`src/design/geo_pkg.sv`:
```
`timescale 1ns / 1ps
// ----------------------------------------------------------------------------
// geo_pkg: shared constants and types for the odometry unit
// Widths, CORDIC table, register indexes and the serial-multiplier control.
// ----------------------------------------------------------------------------
package geo_pkg;

    localparam int CORDIC_STEPS = 16;
    localparam int ANG_LEN      = 30;
    localparam int STEPS_EFF    = (CORDIC_STEPS < ANG_LEN) ? CORDIC_STEPS : ANG_LEN;
    localparam int STEP_W       = 5;

    localparam logic [0:0] REG_MM_PER_STEP   = 1'b0;
    localparam logic [0:0] REG_HEADING_SCALE = 1'b1;

    localparam logic signed [33:0] CORDIC_GAIN = 34'sd652032874;
    localparam logic signed [47:0] ACC_MAX = 48'sh7FFF_FFFF_FFFF;
    localparam logic signed [47:0] ACC_MIN = 48'sh8000_0000_0000;

    function automatic logic [31:0] atan_bam(input logic [STEP_W-1:0] i);
        logic [31:0] r;
        begin
            case (i)
                5'd0:  r = 32'h20000000;
                5'd1:  r = 32'h12E4051E;
                5'd2:  r = 32'h09FB385B;
                5'd3:  r = 32'h051111D4;
                5'd4:  r = 32'h028B0D43;
                5'd5:  r = 32'h0145D7E1;
                5'd6:  r = 32'h00A2F61E;
                5'd7:  r = 32'h00517C55;
                5'd8:  r = 32'h0028BE53;
                5'd9:  r = 32'h00145F2F;
                5'd10: r = 32'h000A2F98;
                5'd11: r = 32'h000517CC;
                5'd12: r = 32'h00028BE6;
                5'd13: r = 32'h000145F3;
                5'd14: r = 32'h0000A2FA;
                5'd15: r = 32'h0000517D;
                5'd16: r = 32'h000028BE;
                5'd17: r = 32'h0000145F;
                5'd18: r = 32'h00000A30;
                5'd19: r = 32'h00000518;
                5'd20: r = 32'h0000028C;
                5'd21: r = 32'h00000146;
                5'd22: r = 32'h000000A3;
                5'd23: r = 32'h00000051;
                5'd24: r = 32'h00000029;
                5'd25: r = 32'h00000014;
                5'd26: r = 32'h0000000A;
                5'd27: r = 32'h00000005;
                5'd28: r = 32'h00000003;
                5'd29: r = 32'h00000001;
                default: r = 32'h0;
            endcase
            return r;
        end
    endfunction

    // serial multiplier command / status
    typedef struct packed {
        logic              start;
        logic signed [49:0] a;   // multiplicand
        logic [33:0]       b;    // unsigned multiplier, one bit per cycle
    } mul_cmd_t;

    typedef struct packed {
        logic              done;
        logic signed [83:0] p;
    } mul_sts_t;

endpackage

```
`src/design/geo_if.sv`:
```
`timescale 1ns / 1ps
// ----------------------------------------------------------------------------
// geo interfaces: valid/ready channels
// Input item, result item and register write channels.
// ----------------------------------------------------------------------------
interface geo_in_if;
    logic              valid;
    logic              ready;
    logic              start_req;
    logic signed [15:0] x_steps;
    logic signed [15:0] y_steps;
    logic signed [15:0] gyro_rate;
    logic [31:0]       timestamp_us;
    modport source (output valid, start_req, x_steps, y_steps, gyro_rate, timestamp_us,
                    input ready);
    modport sink (input valid, start_req, x_steps, y_steps, gyro_rate, timestamp_us,
                  output ready);
endinterface

interface geo_out_if;
    logic              valid;
    logic              ready;
    logic signed [47:0] world_x;
    logic signed [47:0] world_y;
    logic [31:0]       heading;
    logic [31:0]       cycle_time_us;
    modport source (output valid, world_x, world_y, heading, cycle_time_us, input ready);
    modport sink (input valid, world_x, world_y, heading, cycle_time_us, output ready);
endinterface

interface geo_cfg_if;
    logic        valid;
    logic        ready;
    logic [0:0]  index;
    logic [31:0] data;
    modport source (output valid, index, data, input ready);
    modport sink (input valid, index, data, output ready);
endinterface

```
`src/design/gyro_encoder_odometry_unit.sv`:
```
`timescale 1ns / 1ps
// ----------------------------------------------------------------------------
// gyro_encoder_odometry_unit: gyro-aided encoder dead reckoning
// Heading integration, CORDIC sin/cos, world-frame rotation, saturating
// Q32.16 position accumulators.
// ----------------------------------------------------------------------------
//  channel   dir  transaction carries
//  in_ch     in   start_req, x_steps, y_steps, gyro_rate, timestamp_us
//  out_ch    out  world_x, world_y, heading, cycle_time_us
//  cfg_ch    in   index (0 mm_per_step, 1 heading_scale), data
//
// One item at a time. A start item goes straight to the output register. An
// integrating item runs eight products through one bit-serial multiplier plus
// the CORDIC. Reset clears pose, timestamp and registers. The result sits in
// an output register; the next item is taken once it has been handed over.
// ----------------------------------------------------------------------------
module gyro_encoder_odometry_unit (
    input  logic       clk,
    input  logic       rst_n,
    geo_in_if.sink     in_ch,
    geo_out_if.source  out_ch,
    geo_cfg_if.sink    cfg_ch
);
    localparam logic [3:0] S_IDLE = 4'd0;
    localparam logic [3:0] S_H1   = 4'd1;  // rate*scale
    localparam logic [3:0] S_H2   = 4'd2;  // *elapsed
    localparam logic [3:0] S_COR  = 4'd3;
    localparam logic [3:0] S_RX   = 4'd4;
    localparam logic [3:0] S_RY   = 4'd5;
    localparam logic [3:0] S_P1   = 4'd6;  // rx*c
    localparam logic [3:0] S_P2   = 4'd7;  // ry*s
    localparam logic [3:0] S_P3   = 4'd8;  // rx*s
    localparam logic [3:0] S_P4   = 4'd9;  // ry*c
    localparam logic [3:0] S_SUM  = 4'd10;
    localparam logic [3:0] S_OUT  = 4'd11;

    logic [3:0]  state_reg;
    logic [31:0] mm_reg, scale_reg;
    logic signed [47:0] acc_x_reg, acc_y_reg;
    logic [31:0] head_reg, last_ts_reg, cyc_reg;
    logic signed [15:0] xs_reg, ys_reg;
    logic signed [49:0] tmp_reg;
    logic signed [33:0] c_reg, s_reg;
    logic signed [39:0] rx_reg, ry_reg;   // steps * Q8.24 -> Q.16, 40 bits
    logic signed [83:0] sum_x_reg, sum_y_reg;
    logic        pend_reg;   // multiplier or CORDIC launched for current state

    geo_pkg::mul_cmd_t mcmd;
    geo_pkg::mul_sts_t msts;
    logic        cor_start, cor_done;
    logic signed [33:0] cor_c, cor_s;

    geo_mul u_mul (.clk(clk), .rst_n(rst_n), .cmd(mcmd), .sts(msts));
    geo_cordic u_cordic (.clk(clk), .rst_n(rst_n), .start(cor_start), .angle(head_reg),
                         .done(cor_done), .cos_o(cor_c), .sin_o(cor_s));

    assign cfg_ch.ready = (state_reg == S_IDLE);
    assign in_ch.ready  = (state_reg == S_IDLE);
    assign out_ch.valid = (state_reg == S_OUT);
    assign out_ch.world_x = acc_x_reg;
    assign out_ch.world_y = acc_y_reg;
    assign out_ch.heading = head_reg;
    assign out_ch.cycle_time_us = cyc_reg;

    // saturating adds, taken at S_SUM
    logic signed [48:0] dxs, dys, nx, ny;
    logic signed [47:0] satx, saty;
    assign dxs = 49'(sum_x_reg >>> 16);
    assign dys = 49'(sum_y_reg >>> 16);
    assign nx = 49'(acc_x_reg) + dxs;
    assign ny = 49'(acc_y_reg) + dys;
    assign satx = (nx > 49'(geo_pkg::ACC_MAX)) ? geo_pkg::ACC_MAX :
                  (nx < 49'(geo_pkg::ACC_MIN)) ? geo_pkg::ACC_MIN : nx[47:0];
    assign saty = (ny > 49'(geo_pkg::ACC_MAX)) ? geo_pkg::ACC_MAX :
                  (ny < 49'(geo_pkg::ACC_MIN)) ? geo_pkg::ACC_MIN : ny[47:0];

    // multiplier operand selection
    always_comb
    begin
        mcmd.start = 1'b0;
        mcmd.a = '0;
        mcmd.b = '0;
        case (state_reg)
            S_H1: begin mcmd.a = 50'(tmp_reg); mcmd.b = {2'b00, scale_reg}; end
            S_H2: begin mcmd.a = tmp_reg; mcmd.b = {2'b00, cyc_reg}; end
            S_RX: begin mcmd.a = 50'(xs_reg); mcmd.b = {2'b00, mm_reg}; end
            S_RY: begin mcmd.a = 50'(ys_reg); mcmd.b = {2'b00, mm_reg}; end
            // signed by signed: negate both if the multiplier is negative
            S_P1: begin mcmd.a = c_reg[33] ? -50'(rx_reg) : 50'(rx_reg);
                        mcmd.b = c_reg[33] ? 34'(-c_reg) : 34'(c_reg); end
            S_P2: begin mcmd.a = s_reg[33] ? -50'(ry_reg) : 50'(ry_reg);
                        mcmd.b = s_reg[33] ? 34'(-s_reg) : 34'(s_reg); end
            S_P3: begin mcmd.a = s_reg[33] ? -50'(rx_reg) : 50'(rx_reg);
                        mcmd.b = s_reg[33] ? 34'(-s_reg) : 34'(s_reg); end
            S_P4: begin mcmd.a = c_reg[33] ? -50'(ry_reg) : 50'(ry_reg);
                        mcmd.b = c_reg[33] ? 34'(-c_reg) : 34'(c_reg); end
            default: ;
        endcase
        if (!pend_reg && (state_reg == S_H1 || state_reg == S_H2 || state_reg == S_RX ||
            state_reg == S_RY || state_reg == S_P1 || state_reg == S_P2 ||
            state_reg == S_P3 || state_reg == S_P4))
            mcmd.start = 1'b1;
    end

    assign cor_start = (state_reg == S_COR) && !pend_reg;

    always_ff @(posedge clk or negedge rst_n)
    begin
        if (!rst_n)
        begin
            state_reg   <= S_IDLE;
            pend_reg    <= 1'b0;
            mm_reg      <= '0;
            scale_reg   <= '0;
            acc_x_reg   <= '0;
            acc_y_reg   <= '0;
            head_reg    <= '0;
            last_ts_reg <= '0;
            cyc_reg     <= '0;
        end
        else
        begin
            if (mcmd.start || cor_start)
                pend_reg <= 1'b1;
            case (state_reg)
                S_IDLE:
                begin
                    if (cfg_ch.valid)
                    begin
                        if (cfg_ch.index == geo_pkg::REG_MM_PER_STEP)
                            mm_reg <= cfg_ch.data;
                        else if (cfg_ch.index == geo_pkg::REG_HEADING_SCALE)
                            scale_reg <= cfg_ch.data;
                    end
                    if (in_ch.valid)
                    begin
                        last_ts_reg <= in_ch.timestamp_us;
                        xs_reg  <= in_ch.x_steps;
                        ys_reg  <= in_ch.y_steps;
                        tmp_reg <= 50'(in_ch.gyro_rate);
                        if (in_ch.start_req)
                        begin
                            acc_x_reg <= '0;
                            acc_y_reg <= '0;
                            head_reg  <= '0;
                            cyc_reg   <= '0;
                            state_reg <= S_OUT;
                        end
                        else
                        begin
                            cyc_reg   <= in_ch.timestamp_us - last_ts_reg;
                            state_reg <= S_H1;
                        end
                    end
                end
                S_H1:
                    if (msts.done)
                    begin
                        tmp_reg <= msts.p[49:0];
                        pend_reg <= 1'b0;
                        state_reg <= S_H2;
                    end
                S_H2:
                    if (msts.done)
                    begin
                        head_reg <= head_reg + msts.p[47:16];
                        pend_reg <= 1'b0;
                        state_reg <= S_COR;
                    end
                S_COR:
                    if (cor_done)
                    begin
                        c_reg <= cor_c >>> 14;
                        s_reg <= cor_s >>> 14;
                        pend_reg <= 1'b0;
                        state_reg <= S_RX;
                    end
                S_RX:
                    if (msts.done)
                    begin
                        rx_reg <= 40'(msts.p[49:0] >>> 8);
                        pend_reg <= 1'b0;
                        state_reg <= S_RY;
                    end
                S_RY:
                    if (msts.done)
                    begin
                        ry_reg <= 40'(msts.p[49:0] >>> 8);
                        pend_reg <= 1'b0;
                        state_reg <= S_P1;
                    end
                S_P1:
                    if (msts.done)
                    begin
                        sum_x_reg <= msts.p;
                        pend_reg <= 1'b0;
                        state_reg <= S_P2;
                    end
                S_P2:
                    if (msts.done)
                    begin
                        sum_x_reg <= sum_x_reg - msts.p;
                        pend_reg <= 1'b0;
                        state_reg <= S_P3;
                    end
                S_P3:
                    if (msts.done)
                    begin
                        sum_y_reg <= msts.p;
                        pend_reg <= 1'b0;
                        state_reg <= S_P4;
                    end
                S_P4:
                    if (msts.done)
                    begin
                        sum_y_reg <= sum_y_reg + msts.p;
                        pend_reg <= 1'b0;
                        state_reg <= S_SUM;
                    end
                S_SUM:
                begin
                    acc_x_reg <= satx;
                    acc_y_reg <= saty;
                    state_reg <= S_OUT;
                end
                S_OUT:
                    if (out_ch.ready)
                        state_reg <= S_IDLE;
                default: state_reg <= S_IDLE;
            endcase
        end
    end
endmodule

```
`src/design/geo_mul.sv`:
```
`timescale 1ns / 1ps
// ----------------------------------------------------------------------------
// geo_mul: bit-serial signed x unsigned multiplier
// Shift-add, one multiplier bit per cycle, LSB first.
// ----------------------------------------------------------------------------
module geo_mul (
    input  logic             clk,
    input  logic             rst_n,
    input  geo_pkg::mul_cmd_t cmd,
    output geo_pkg::mul_sts_t sts
);
    logic               busy_reg, busy_next;
    logic [5:0]         cnt_reg, cnt_next;
    logic signed [83:0] a_reg, a_next;
    logic [33:0]        b_reg, b_next;
    logic signed [83:0] p_reg, p_next;
    logic               done_reg, done_next;

    always_comb
    begin
        busy_next = busy_reg;
        cnt_next  = cnt_reg;
        a_next    = a_reg;
        b_next    = b_reg;
        p_next    = p_reg;
        done_next = 1'b0;
        if (cmd.start)
        begin
            busy_next = 1'b1;
            cnt_next  = 6'd0;
            a_next    = 84'(cmd.a);
            b_next    = cmd.b;
            p_next    = '0;
        end
        else if (busy_reg)
        begin
            if (b_reg[0])
                p_next = p_reg + a_reg;
            a_next = a_reg <<< 1;
            b_next = b_reg >> 1;
            cnt_next = cnt_reg + 6'd1;
            if (cnt_reg == 6'd33)
            begin
                busy_next = 1'b0;
                done_next = 1'b1;
            end
        end
    end

    always_ff @(posedge clk or negedge rst_n)
    begin
        if (!rst_n)
        begin
            busy_reg <= 1'b0;
            done_reg <= 1'b0;
            cnt_reg  <= '0;
        end
        else
        begin
            busy_reg <= busy_next;
            done_reg <= done_next;
            cnt_reg  <= cnt_next;
        end
    end

    always_ff @(posedge clk)
    begin
        a_reg <= a_next;
        b_reg <= b_next;
        p_reg <= p_next;
    end

    assign sts.done = done_reg;
    assign sts.p    = p_reg;
endmodule

```
`src/design/geo_cordic.sv`:
```
`timescale 1ns / 1ps
// ----------------------------------------------------------------------------
// geo_cordic: iterative sine/cosine
// One rotation step per cycle with quadrant fold; outputs in Q2.30.
// ----------------------------------------------------------------------------
module geo_cordic (
    input  logic               clk,
    input  logic               rst_n,
    input  logic               start,
    input  logic [31:0]        angle,
    output logic               done,
    output logic signed [33:0] cos_o,
    output logic signed [33:0] sin_o
);
    logic               busy_reg;
    logic               done_reg;
    logic               flip_reg;
    logic [geo_pkg::STEP_W-1:0] i_reg;
    logic signed [33:0] x_reg, y_reg;
    logic signed [33:0] z_reg;
    logic signed [33:0] xs, ys, at;
    logic               fold;
    logic [31:0]        ang_f;

    assign fold  = angle[31] ^ angle[30];
    assign ang_f = fold ? (angle + 32'h8000_0000) : angle;
    assign xs = x_reg >>> i_reg;
    assign ys = y_reg >>> i_reg;
    assign at = $signed({2'b00, geo_pkg::atan_bam(i_reg)});

    always_ff @(posedge clk or negedge rst_n)
    begin
        if (!rst_n)
        begin
            busy_reg <= 1'b0;
            done_reg <= 1'b0;
            i_reg    <= '0;
        end
        else
        begin
            done_reg <= 1'b0;
            if (start)
            begin
                busy_reg <= 1'b1;
                i_reg    <= '0;
            end
            else if (busy_reg)
            begin
                i_reg <= i_reg + 1'b1;
                if (i_reg == geo_pkg::STEP_W'(geo_pkg::STEPS_EFF - 1))
                begin
                    busy_reg <= 1'b0;
                    done_reg <= 1'b1;
                end
            end
        end
    end

    always_ff @(posedge clk)
    begin
        if (start)
        begin
            flip_reg <= fold;
            x_reg    <= geo_pkg::CORDIC_GAIN;
            y_reg    <= '0;
            z_reg    <= 34'($signed(ang_f));
        end
        else if (busy_reg)
        begin
            if (!z_reg[33])
            begin
                x_reg <= x_reg - ys;
                y_reg <= y_reg + xs;
                z_reg <= z_reg - at;
            end
            else
            begin
                x_reg <= x_reg + ys;
                y_reg <= y_reg - xs;
                z_reg <= z_reg + at;
            end
        end
    end

    assign done  = done_reg;
    assign cos_o = flip_reg ? -x_reg : x_reg;
    assign sin_o = flip_reg ? -y_reg : y_reg;
endmodule

```
`src/flat_wrapper.sv`:
```
// flat-port wrapper written by rule: the top's interface ports become plain ports
module gyro_encoder_odometry_unit_flat 
  (clk, rst_n, in_ch_valid, in_ch_start_req, in_ch_x_steps, in_ch_y_steps, in_ch_gyro_rate, in_ch_timestamp_us, in_ch_ready, out_ch_valid, out_ch_world_x, out_ch_world_y, out_ch_heading, out_ch_cycle_time_us, out_ch_ready, cfg_ch_valid, cfg_ch_index, cfg_ch_data, cfg_ch_ready);
  geo_in_if in_ch_i ();
  geo_out_if out_ch_i ();
  geo_cfg_if cfg_ch_i ();
  input  logic clk;
  input  logic rst_n;
  input wire logic [$bits(in_ch_i.valid)-1:0] in_ch_valid;
  input wire logic [$bits(in_ch_i.start_req)-1:0] in_ch_start_req;
  input wire logic [$bits(in_ch_i.x_steps)-1:0] in_ch_x_steps;
  input wire logic [$bits(in_ch_i.y_steps)-1:0] in_ch_y_steps;
  input wire logic [$bits(in_ch_i.gyro_rate)-1:0] in_ch_gyro_rate;
  input wire logic [$bits(in_ch_i.timestamp_us)-1:0] in_ch_timestamp_us;
  output wire logic [$bits(in_ch_i.ready)-1:0] in_ch_ready;
  output wire logic [$bits(out_ch_i.valid)-1:0] out_ch_valid;
  output wire logic [$bits(out_ch_i.world_x)-1:0] out_ch_world_x;
  output wire logic [$bits(out_ch_i.world_y)-1:0] out_ch_world_y;
  output wire logic [$bits(out_ch_i.heading)-1:0] out_ch_heading;
  output wire logic [$bits(out_ch_i.cycle_time_us)-1:0] out_ch_cycle_time_us;
  input wire logic [$bits(out_ch_i.ready)-1:0] out_ch_ready;
  input wire logic [$bits(cfg_ch_i.valid)-1:0] cfg_ch_valid;
  input wire logic [$bits(cfg_ch_i.index)-1:0] cfg_ch_index;
  input wire logic [$bits(cfg_ch_i.data)-1:0] cfg_ch_data;
  output wire logic [$bits(cfg_ch_i.ready)-1:0] cfg_ch_ready;
  assign in_ch_i.valid = in_ch_valid;
  assign in_ch_i.start_req = in_ch_start_req;
  assign in_ch_i.x_steps = in_ch_x_steps;
  assign in_ch_i.y_steps = in_ch_y_steps;
  assign in_ch_i.gyro_rate = in_ch_gyro_rate;
  assign in_ch_i.timestamp_us = in_ch_timestamp_us;
  assign in_ch_ready = in_ch_i.ready;
  assign out_ch_valid = out_ch_i.valid;
  assign out_ch_world_x = out_ch_i.world_x;
  assign out_ch_world_y = out_ch_i.world_y;
  assign out_ch_heading = out_ch_i.heading;
  assign out_ch_cycle_time_us = out_ch_i.cycle_time_us;
  assign out_ch_i.ready = out_ch_ready;
  assign cfg_ch_i.valid = cfg_ch_valid;
  assign cfg_ch_i.index = cfg_ch_index;
  assign cfg_ch_i.data = cfg_ch_data;
  assign cfg_ch_ready = cfg_ch_i.ready;
  gyro_encoder_odometry_unit u_core (.clk(clk), .rst_n(rst_n), .in_ch(in_ch_i), .out_ch(out_ch_i), .cfg_ch(cfg_ch_i));
endmodule
```
`config.mk`:
```
export PLATFORM = sky130hd
export DESIGN_NAME = gyro_encoder_odometry_unit_flat
export DESIGN_NICKNAME = d
export VERILOG_FILES = /design/src/design/geo_pkg.sv /design/src/design/geo_if.sv /design/src/design/gyro_encoder_odometry_unit.sv /design/src/design/geo_mul.sv /design/src/design/geo_cordic.sv /design/src/flat_wrapper.sv
export SDC_FILE = /design/constraint.sdc
export NUM_CORES = 2
export LEC_CHECK = 0
export ABC_CLOCK_PERIOD_IN_PS = 10300
export BUFFER_PORTS_ARGS = -buffer_cell sky130_fd_sc_hd__buf_2
export CORE_UTILIZATION = 35
export CTS_BUF_LIST = sky130_fd_sc_hd__clkbuf_4 sky130_fd_sc_hd__clkbuf_8
export DETAILED_ROUTE_END_ITERATION = 8
export GPL_TIMING_DRIVEN = 1
export PLACE_DENSITY_LB_ADDON = 0.2
export SYNTH_ARGS = -nofsm -noshare
export SYNTH_HDL_FRONTEND = slang
export SYNTH_SLANG_ARGS = --single-unit
```
`constraint.sdc`:
```
create_clock -name clk -period 10.3 [get_ports clk]
set_clock_uncertainty 0.2 [all_clocks]
set_input_delay 1.03 -clock clk [delete_from_list [all_inputs] [get_ports clk]]
set_output_delay 1.03 -clock clk [all_outputs]
set_load 0.02 [all_outputs]
```
# Yosys cells after proc, flatten, opt, wreduce, memory -nomap -nowiden
# Memory sizes are Yosys's and may differ from the RTL's.
# Index checks and enable logic that the tools add are counted.
# word_totals
reg_bits	951
romBits	960
in_bits	119
word_cells	195
memories	1
# op_classes
addsub	22
order_cmp	4
n_eq_ne	25
shifts	2
mux	74
bitwise	2
reduce_logical	34
# memory_table
name	depth	word_bits	read_ports	rd_clocked_by_memory_dff	write_ports	line_no	rtl
(name not given)	32	30	1	0	0	geo_pkg.sv:23	case (i)
# op_table
operator	count
case mux 84 bit (8 select lines)	1
two-way mux 84 bit	5
two-way mux 34 bit	11
case mux 84 bit (2 select lines)	2
two-way mux 50 bit	6
two-way mux 48 bit	6
case mux 48 bit (2 select lines)	2
adder 84 bit	2
two-way mux 32 bit	5
negator 40 -> 50 bit	2
case mux 50 bit (2 select lines)	1
adder 48 x 49 -> 49 bit	2
greater-than comparator 49 x 48 -> 1 bit (second input constant)	2
< comparator 49 x 48 -> 1 bit (second input constant)	2
subtractor 84 bit	1
adder 34 bit	2
negator 20 -> 34 bit	2
negator 34 bit	2
>>> shifter 34 x 5 -> 34 bit	2
subtractor 34 bit	2
case mux 32 bit (2 select lines)	1
two-way mux 4 bit	12
case mux 4 bit (12 select lines)	1
adder 34 x 33 -> 34 bit	1
other kinds (30)	88

# Logic depth before layout (Yosys ltp)
# depth
ltp_word	14
mapped_depth	32
depth_no_buf	26

# By module
# From an unflattened synthesis, not the netlist that was laid out.
# unflattened
cells_unflattened	8143
hier_area_um2	73166.4
# modules_own_cells
mod	n_inst	cells_per_inst	area_each_um2
gyro_encoder_odometry_unit	1	4427	41949.0
geo_cordic	1	2282	18027.3
geo_mul	1	1434	13190.2

# Worst setup path before layout
# OpenSTA, ideal clock, no wires.
# synth_path
path_kind	input -> register
start	input rst_n
end	register u_core.sum_y_reg[0] (enable)
setup_ps	648
arrival_ps	7275
required_ps	9452
path_slack_ps	2176
cell_stages	2
cell_sequence	nand2_1 > nor4_1
# synth_via
elab_chain_cells	1
# synth_rtl
element	line_no	rtl
from (decl)	flat_wrapper.sv:8	input logic rst_n;
AND reduction 4 bit (no line)	n/a	
to (signal assigned)	gyro_encoder_odometry_unit.sv:209	sum_y_reg <= msts.p;
to (signal assigned)	gyro_encoder_odometry_unit.sv:216	sum_y_reg <= sum_y_reg + msts.p;
to (decl)	gyro_encoder_odometry_unit.sv:45	logic signed [83:0] sum_x_reg, sum_y_reg;
# Every way passes these cells.
# A chain may end at the register's enable or synchronous reset.

# Worst setup path in the final report
# layout_path
start	register u_core.u_cordic.i_reg[0] (netlist bit)
end	register u_core.u_cordic.z_reg[32], data pin
# layout_via
elab_chain_cells	5
# layout_rtl
element	line_no	rtl
from (decl)	geo_cordic.sv:18	logic [geo_pkg::STEP_W-1:0] i_reg;
from (signal assigned)	geo_cordic.sv:49	i_reg <= i_reg + 1'b1;
memory read (32 x 30 bit) (*)	n/a	
subtractor 34 x 33 -> 34 bit or adder 34 x 33 -> 34 bit (tied branches)	geo_cordic.sv:74, geo_cordic.sv:80	
two-way mux 34 bit (*)	geo_cordic.sv:70	if (!z_reg[33])
two-way mux 34 bit (*)	geo_cordic.sv:68	else if (busy_reg)
two-way mux 34 bit (*)	geo_cordic.sv:61	if (start)
to (signal assigned)	geo_cordic.sv:66	z_reg <= 34'($signed(ang_f));
to (signal assigned)	geo_cordic.sv:74	z_reg <= z_reg - at;
to (signal assigned)	geo_cordic.sv:80	z_reg <= z_reg + at;
to (decl)	geo_cordic.sv:20	logic signed [33:0] z_reg;
# Every way passes the cells marked *; elsewhere a longest branch is shown, timed or not. The select of a mux whose other input is x is not followed.

==> run_results.csv <==
group,metric,value,unit
route,drtIter0Drc,4965,
yosys,yosys.area.top_type,"edfxtp_1",
yosys,async_flop_share,0.315,
timing,whs,89.5,ps
cts,cts.reportedPaths.clkPinSlew,60,ps
final_layout,final_common_cell,"nand2_1",
die,dieHeight,437,um
timing,tightest_slew,1150,ps
timing,fmax,127,MHz
timing,drv_slew,0,
min_path,hp-class,"input port to flip-flop",
timing,worst_slack,2450,ps
yosys,ys_seq_elements,875,
cts,clock-root-buffer,"clkbuf_8",
route,drt_wl_total,219000,um
placement,hpwl,160000,um
die,core-area,188000,sq um
final_layout,area_growth,12.0,%
final_layout,drive_gt1_frac,0.128,
timing,finalCritPeriodShare,0.762,
route,dr.pass1.iters,9,
die,dieArea,191000,sq um
grt,grt_pass1_vias,56300,
yosys,synth_area,66300,sq um
route,wl_per_cell,21.5,um
final_layout,final_cell_mix,"nand2_1, a21oi_1, o21ai_0",
die,start_util,0.352,
power,p_leak,32.4,nW
final_layout,post_layout_nonfiller_instances,10200,
setup_path,path_max_fanout,50,
yosys,ys_top_cells_by_area,"edfxtp_1, dfrtp_1, ha_1",
job,maxCapViolCount,0,
cts,cts_inserted_buffers,165,
setup_path,required,10740,ps
die,placementRows,159,
cts,cts_setup_buffers,0,
cts,cts_buffer_depth,3,
timing,setup_viol,0,
cts,cts_tree,"done",
grt,grtUsageMet3,0.0322,
timing,hold_violations,0,
yosys,ys_warn_count,0,
grt,top_usage_layer,"met2",
route,via_count,57800,
yosys,synth_top_area_share,0.211,
yosys,synth_ff_type,"edfxtp_1",
setup_path,path_class,"flip-flop to flip-flop",
final_layout,postLayoutCellArea,74200,sq um
timing,slew_headroom,0.231,
setup_path,startpoint_type,"flip-flop",
yosys,yosysUniqueCellTypes,100,
cts,cts_max_level,4,
grt,antenna_found_initial,11,
route,ant_nets,0,
grt,grt_overflow,0,
setup_path,cp-end-kind,"flip-flop",
route,drc_errors,50,
die,io_pins,282,
setup_path,cp_common_cell,"a21oi_1",
setup_path,slowest_delay,930,ps
final_layout,fin_nets,8140,
final_layout,final_core_util,0.395,
placement,place_congestion,0.948,
grt,grt_first_pass_wirelength,336000,um
grt,grt_start_max_net_pins,106,
placement,post-place-ws,2550,ps
die,die-width,437,um
timing,layout_min_cycle_time,7850,ps
yosys,synthesis.nets,7939,
cts,cts_hold_buf,24,
grt,grt.met1_usage,0.288,
setup_path,crit_slowest_cell,"dfrtp_4",
yosys,synth-edff-count,466,
cts,ctsResizeCount,0,
placement,post_dp_cell_area,70300,sq um
grt,grt.total_usage,0.223,
route,vias_per_cell,5.68,
yosys,netlist_instances,7341,
grt,grtUsageMet2,0.371,
power,p_total,7.58,mW
timing,rsz0062_at_grt,"no",
cts,clk_latency,940,ps
status,status,"finished, violations left",
power,p_per_area,102,nW/um^2
placement,port_buffers,281,
power,ir_drop,128,uV
yosys,ys_seq_area_frac,0.356,
yosys,syn-mean-instance-area,9.03,sq um
status,violations,"design-rule violations",
setup_path,arrival,8290,ps
timing,fin_setup_tns,0,ps
placement,dp_cells,9846,
cts,clock-sinks,875,
==> kinds of logic (layout without fill, tap and decap cells) <==
kind of cell / Yosys count / count (layout) / share of synthesized area
AOI/OAI and AO/OA: 2356 / 2356 / 0.232
xor gates and xnor gates: 589 / 589 / 0.0781
adders and majority gates: 479 / 479 / 0.0916
buffers and inverters: 608 / 951 / 0.0355
DFF: 875 / 875 / 0.356
muxes: 287 / 287 / 0.0585
other: 1 / 7 / 0.0000566
and+or+nand+nor: 2146 / 2146 / 0.148
==> area by class of cell <==
class                           count  area [sq um]
Sequential cell                   875         23600
Tap cell                         2495          3120
Timing Repair Buffer              414          2470
Inverter                          228           858
Multi-Input combinational cell   5858         40500
Fill cell                       18900        114000
Clock inverter                     48           469
Antenna cell                        6          15.0
Clock buffer                      261          3180
==> synth_stat cells, drive strengths merged (49+ instances only) <==
master / instances
mux2i: 95
edfxtp: 466
o21ai: 565
inv: 225
buf: 56
nand2: 834
a221o: 113
a31oi: 105
a21o: 244
o31ai: 59
ha: 469
and3: 55
a211oi: 76
a21oi: 605
mux4: 68
o21bai: 64
dfrtp: 276
nor3: 136
nor2: 558
xor2: 206
dfxtp: 133
nand4: 49
nand2b: 102
nand3: 118
nor2b: 68
xnor2: 382
mux2: 124
a22oi: 50
o21a: 71
clkbuf: 324
==> metal layers <==
metal | part of all wire | wire length (um) | up-vias
met4 | 0.041 | 9040 | 2
met5 | 0.000037 | 8 | -
li1 | - | - | 27900
met3 | 0.052 | 11400 | 417
met2 | 0.47 | 103000 | 1750
met1 | 0.44 | 95600 | 27800
==> path summary, 6_finish.rpt <==
kind                                                      startpoint                               endpoint  slack, ps  cells past startpoint
worst min-delay path                               in_ch_x_steps[11]            u_core.xs_reg[11]$_DFFE_PP_         90                      1
min in group asynchronous                                      rst_n   u_core.out_ch.world_x[1]$_DFFE_PN0P_        490                      2
worst min register to register     u_core.last_ts_reg[0]$_DFFE_PN0P_      u_core.last_ts_reg[0]$_DFFE_PN0P_        290                      2
worst max-delay path            u_core.u_cordic.i_reg[0]$_DFFE_PN0P_    u_core.u_cordic.z_reg[32]$_DFFE_PP_       2450                     26
worst max register to register  u_core.u_cordic.i_reg[0]$_DFFE_PN0P_    u_core.u_cordic.z_reg[32]$_DFFE_PP_       2450                     26
max in group asynchronous                                      rst_n  u_core.out_ch.world_y[46]$_DFFE_PN0P_       7560                      4
==> critical path, delay by kind of cell, from the launching register on <==
kind / cells / cell delay, ps
buffers and inverters: 1 / 610
xor gates and xnor gates: 2 / 290
adders and majority gates: 2 / 900
AOI/OAI and AO/OA: 14 / 3290
DFF: 1 / 930
and+or+nand+nor: 7 / 1340
==> report_power, final <==
part / total (mW) / internal [mW] / leakage [nW] / switching [mW]
combinational: 0.127 / 0.0525 / 20.9 / 0.0742
sequential: 3.66 / 3.66 / 9.52 / 0.000708
clock: 3.79 / 2.14 / 1.93 / 1.64
total: 7.58 / 5.86 / 32.4 / 1.72
Note: power is estimated with default switching activity, not from simulation.
